[src/design/vte_pkg.sv]
// Shared constants and controller/datapath interface types for the VT52 terminal engine.
`default_nettype none
package vte_pkg;

  // Screen store geometry
  localparam int MAX_COLS = 128;
  localparam int MAX_ROWS = 32;
  localparam int COL_W    = $clog2(MAX_COLS);
  localparam int ROW_W    = $clog2(MAX_ROWS);
  localparam int ADDR_W   = COL_W + ROW_W;
  localparam int CELL_W   = 9;              // reverse bit over character
  localparam int NSLOT    = 3;              // sweeps one byte may need
  localparam int SLOT_W   = $clog2(NSLOT + 1);

  // Stream word widths
  localparam int IN_W  = 24;
  localparam int OUT_W = 40;

  // Configuration register indexes
  localparam logic [2:0] CFG_COLS  = 3'd0;
  localparam logic [2:0] CFG_ROWS  = 3'd1;
  localparam logic [2:0] CFG_TABW  = 3'd2;
  localparam logic [2:0] CFG_TABOV = 3'd3;
  localparam logic [2:0] CFG_BSOV  = 3'd4;

  // Character codes
  localparam logic [7:0] CH_SPACE  = 8'h20;
  localparam logic [7:0] CH_BEL    = 8'h07;
  localparam logic [7:0] CH_BS     = 8'h08;
  localparam logic [7:0] CH_TAB    = 8'h09;
  localparam logic [7:0] CH_LF     = 8'h0A;
  localparam logic [7:0] CH_CR     = 8'h0D;
  localparam logic [7:0] CH_ESC    = 8'h1B;
  localparam logic [7:0] COORD_OFS = 8'h20;

  // Controller to datapath commands
  typedef struct packed {
    logic load;       // take the accepted word, latch plan
    logic clr_wr;     // clearing pass write
    logic tab_step;   // advance tab stop search
    logic tab_done;   // commit tab stop
    logic sw_start;   // load sweep counters from current slot
    logic fill_wr;    // fill one cell
    logic copy_rd;    // read copy source
    logic copy_wr;    // write copy destination
    logic slot_next;  // move to next slot
    logic out_load;   // load result register
  } cmd_t;

  // Datapath to controller status
  typedef struct packed {
    logic is_read;
    logic is_tab;
    logic tab_end;
    logic slot_en;
    logic slot_copy;
    logic slots_done;
    logic cell_last;
    logic clr_last;
  } stat_t;

endpackage
`default_nettype wire

[src/design/vte_ctrl.sv]
// Sequencing state machine of the VT52 terminal engine.
`default_nettype none
module vte_ctrl import vte_pkg::*; (
  input  logic  clk_i,
  input  logic  rst_ni,
  input  stat_t stat_i,
  input  logic  in_valid_i,
  output logic  in_ready_o,
  output logic  out_valid_o,
  input  logic  out_ready_i,
  output cmd_t  cmd_o
);

  typedef enum logic [2:0] {
    ST_CLEAR, ST_IDLE, ST_TAB, ST_SLOT, ST_FILL, ST_CRD, ST_CWR, ST_DONE
  } state_e;

  state_e state_q, state_d;
  logic   out_valid_q, out_valid_d;
  // first cycle after load, when the latched plan becomes visible
  logic   fresh_q;

  assign in_ready_o  = (state_q == ST_IDLE);
  assign out_valid_o = out_valid_q;

  // Next state and commands
  always_comb begin
    state_d = state_q;
    cmd_o   = '0;
    case (state_q)
      ST_CLEAR: begin
        cmd_o.clr_wr = 1'b1;
        if (stat_i.clr_last) state_d = ST_IDLE;
      end
      ST_IDLE: begin
        if (in_valid_i) begin
          cmd_o.load = 1'b1;
          state_d    = ST_SLOT;
        end
      end
      ST_TAB: begin
        if (stat_i.tab_end) begin
          cmd_o.tab_done = 1'b1;
          state_d        = ST_SLOT;
        end else begin
          cmd_o.tab_step = 1'b1;
        end
      end
      ST_SLOT: begin
        // read words skip the sweeps, tab words search their stop first
        if (fresh_q && stat_i.is_read) begin
          state_d = ST_DONE;
        end else if (fresh_q && stat_i.is_tab) begin
          state_d = ST_TAB;
        end else if (stat_i.slots_done) begin
          state_d = ST_DONE;
        end else if (!stat_i.slot_en) begin
          cmd_o.slot_next = 1'b1;
        end else begin
          cmd_o.sw_start = 1'b1;
          state_d        = stat_i.slot_copy ? ST_CRD : ST_FILL;
        end
      end
      ST_FILL: begin
        cmd_o.fill_wr = 1'b1;
        if (stat_i.cell_last) begin
          cmd_o.slot_next = 1'b1;
          state_d         = ST_SLOT;
        end
      end
      ST_CRD: begin
        cmd_o.copy_rd = 1'b1;
        state_d       = ST_CWR;
      end
      ST_CWR: begin
        cmd_o.copy_wr = 1'b1;
        if (stat_i.cell_last) begin
          cmd_o.slot_next = 1'b1;
          state_d         = ST_SLOT;
        end else begin
          state_d = ST_CRD;
        end
      end
      ST_DONE: begin
        if (!out_valid_q || out_ready_i) begin
          cmd_o.out_load = 1'b1;
          state_d        = ST_IDLE;
        end
      end
      default: state_d = ST_IDLE;
    endcase
  end

  // Output valid flag
  always_comb begin
    out_valid_d = out_valid_q;
    if (cmd_o.out_load)   out_valid_d = 1'b1;
    else if (out_ready_i) out_valid_d = 1'b0;
  end

  always_ff @(posedge clk_i or negedge rst_ni) begin
    if (!rst_ni) begin
      state_q     <= ST_CLEAR;
      out_valid_q <= 1'b0;
      fresh_q     <= 1'b0;
    end else begin
      out_valid_q <= out_valid_d;
      fresh_q     <= cmd_o.load;
      state_q     <= state_d;
    end
  end

endmodule
`default_nettype wire

[config.mk]
export PLATFORM = sky130hd
export DESIGN_NAME = vte_ctrl
export DESIGN_NICKNAME = d
export VERILOG_FILES = /design/src/design/vte_pkg.sv /design/src/design/vte_ctrl.sv
export SDC_FILE = /design/constraint.sdc
export NUM_CORES = 1
export LEC_CHECK = 0
export ABC_AREA = 1
export BUFFER_PORTS_ARGS = -buffer_cell sky130_fd_sc_hd__buf_2
export CAP_MARGIN = 20
export CORE_MARGIN = 1
export CORE_UTILIZATION = 36
export DETAILED_ROUTE_END_ITERATION = 16
export PLACE_DENSITY = 0.6
export REMOVE_ABC_BUFFERS = 1
export SYNTH_ARGS = -nofsm -noshare
export SYNTH_HDL_FRONTEND = slang
export SYNTH_SLANG_ARGS = --single-unit
[constraint.sdc]
create_clock -name clk_i -period 1.7 [get_ports clk_i]
set_clock_uncertainty 0.15 [all_clocks]
set_input_delay 0 -clock clk_i [delete_from_list [all_inputs] [get_ports clk_i]]
set_output_delay 0 -clock clk_i [all_outputs]
set_load 0.05 [all_outputs]
==> flow_summary.toml <==
[clock_network]
cts-root-buf = "clkbuf_4"
clkTransAtPathRegs_ns = 0.04
clock_latency_ns = 0.24
clock-sinks = 5
cts_buffer_depth = 2
cts_max_level = 1
cts_buffers = 3
cts_tree = "built"

[critical_path]
crit_required_ns = 1.55
cp_data_arrival_time_ns = 1.44
r2r_setup_slack_ns = 0.24
crit_path_start_kind = "register"
worstSetupPathType = "reg2out"
crit_path_end_kind = "primary output"
worst-path-max-fanout = 5

[synth]
syn-cell-area_um2 = 539.3
yosys.area_share.xor_xnor = 0
synth_mux_area_frac = 0
syn_avg_cell_area_um2 = 6.198
synth-seq-cells = 5
synth_cell_types = 19
synth_fa_ha_area_frac = 0
synth_compound_area_frac = 0.03248
yosysWarnings = 0
synth_top_family_by_area = "simple AND/OR/NAND/NOR gates"
syn_inst = 87
synth-simple-area-share = 0.5824
ys_seq_area_frac = 0.2320

[timing]
setup_viol = 0
worstMarginPinSlew_ns = 0.2531
period_minus_slack_ns = 1.592
max_slew_margin = 0.8299
fin_ws_ns = 0.1077
fmax_mhz = 628.0
rsz0062_at_grt = "no"
final_hold_viol_count = 0
finalMaxSlewViolations = 0
fin_crit_sh = 0.9366

[drt]
first_pass_iters = 4
drt-wirelength-per-cell_um = 10.32
via_per_inst = 4.803
postRouteAntennaNets = 0
first_iter_violations = 19
drcViolationCount = 0
totalWireLength_mm = 1.414
vias = 658

[pwr]
total_power_mw = 1.414
power.density_mw_per_mm2 = 1813
p_seq_frac = 0.171
switchingPower_uw = 816.5
p_comb_frac = 0.732
intPower_uw = 597.1
leakagePower_nw = 0.4764
swShare = 0.5776
clkPwrFrac = 0.097
peakVddDrop_uv = 781.2

[placed_design]
io_buffers = 23
dpl-instance-area_um2 = 650.6
dp_hpwl_mm = 1.114
gp_congestion = 0.8750
dp_slack_ns = 0.1176

[cells_and_area]
drive_above_1_share = 0.4344
final_common_cell = "nand2_1"
syn2layout_area_growth_pct = 44.55
final_cell_mix = "nand2_1, buf_2, nor2_1, inv_1"
antenna_cells = 0
nNetsFinal = 135
fin_area_um2 = 779.5
fillers = 157

[min_path]
hold_path.class = "in2reg"

[global_route]
grt_max_degree = 12
grt-ovfl-total = 0
track_usage = 0.2059
grt_pass1_vias = 509
grt_pass1_wl_mm = 2.125
antenna_found_initial = 0

[run_status]
status = "finished clean"

[floorplan]
rows = 13
start_util = 0.3994
die_h_um = 40.71
dieArea_mm2 = 0.001657
core_mm2 = 0.001350
pin_count = 24
die_x_um = 40.71

[job]
cap_violations = 0
critical path, stage by stage, from the launching register on:
cell,delay [ns]
dfrtp_2,0.43
buf_4,0.15
nor2_4,0.16
nand3_1,0.12
o31ai_1,0.10
buf_4,0.25
registers in the layout, indices dropped and copies added, names as in the netlist:
register / count
state_q: 3
out_valid_o: 1
fresh_q: 1
what timing repair did:
item                                    4_1_cts  5_1_grt
gates resized for setup                       3        5
endpoints found under the setup margin        2        3
hold buffers                                  4        0
buffers inserted                              0        6
endpoints found under the hold margin         7        0
Yosys cell counts, drive strengths merged:
master,number,share of area
nor2,16,0.14
nor3,1,0.019
nand3,11,0.12
buf,3,0.056
nand4,2,0.035
nand2,28,0.21
nand3b,2,0.028
nor4,2,0.023
inv,14,0.097
o31ai,1,0.014
o21ai,2,0.019
dfrtp,5,0.23
path summary, 6_finish.rpt:
path,from,endpoint,cells past startpoint
min in group asynchronous,rst_ni,fresh_q,3
max reg2reg,state_q[1],state_q[0],9
min reg2reg,state_q[1],fresh_q,1
min,stat_i[1],state_q[2],6
max,state_q[2],cmd_o[1],5
max in group asynchronous,rst_ni,state_q[2],3
metrics by stage:
stage / hold WS [ns] / setup TNS, ns / util / std cells
6_report: 0.03638 / 0 / 0.5774 / 137
5_1_grt: 0.08160 / 0 / 0.5774 / 137
4_1_cts: 0.02612 / 0 / 0.5348 / 131
3_5_place_dp: -0.3288 / 0 / 0.4819 / 123
3_3_place_gp: -0.3293 / 0 / 0.4819 / 123
2_1_floorplan: -0.4456 / -2.873 / - / 84
layout make-up:
cell class / count / area, µm² / share of cell area
flip-flops and latches: 5 / 128.9 / 0.1653
well taps: 15 / 18.77 / 0.02408
repair buffers: 34 / 215.2 / 0.2761
clock buffers: 4 / 26.28 / 0.03371
inverters: 14 / 52.55 / 0.06742
multi-input cells: 65 / 337.8 / 0.4334
power groups by stage:
| stage | Combinational, mW | Clock, mW | Sequential, mW |
|---|---|---|---|
| finish | 1.04 | 0.137 | 0.241 |
| global route | 1.15 | 0.156 | 0.248 |
| CTS | 0.909 | 0.145 | 0.279 |
| detailed placement | 0.894 | 0 | 0.275 |
| global placement | 0.893 | 0 | 0.267 |
| floorplan | 0.678 | 0 | 0.284 |
logic make-up (layout without fill, tap and decap cells):
group                  after synthesis  after routing
flip-flops                           5              5
AO/OA/AOI/OAI                        3              3
AND/OR/NAND/NOR                     62             62
buffers and inverters               17             52
routing by layer:
layer	global-route usage	vias up	wire length (µm)	share of wire
met5	0	-	0	0
met4	0.05000	0	0	0
met3	0.08152	0	59	0.042
met2	0.3333	20	701	0.50
met1	0.2533	294	653	0.46
li1	-	344	-	-
Note: power is estimated with default switching activity, not from simulation.
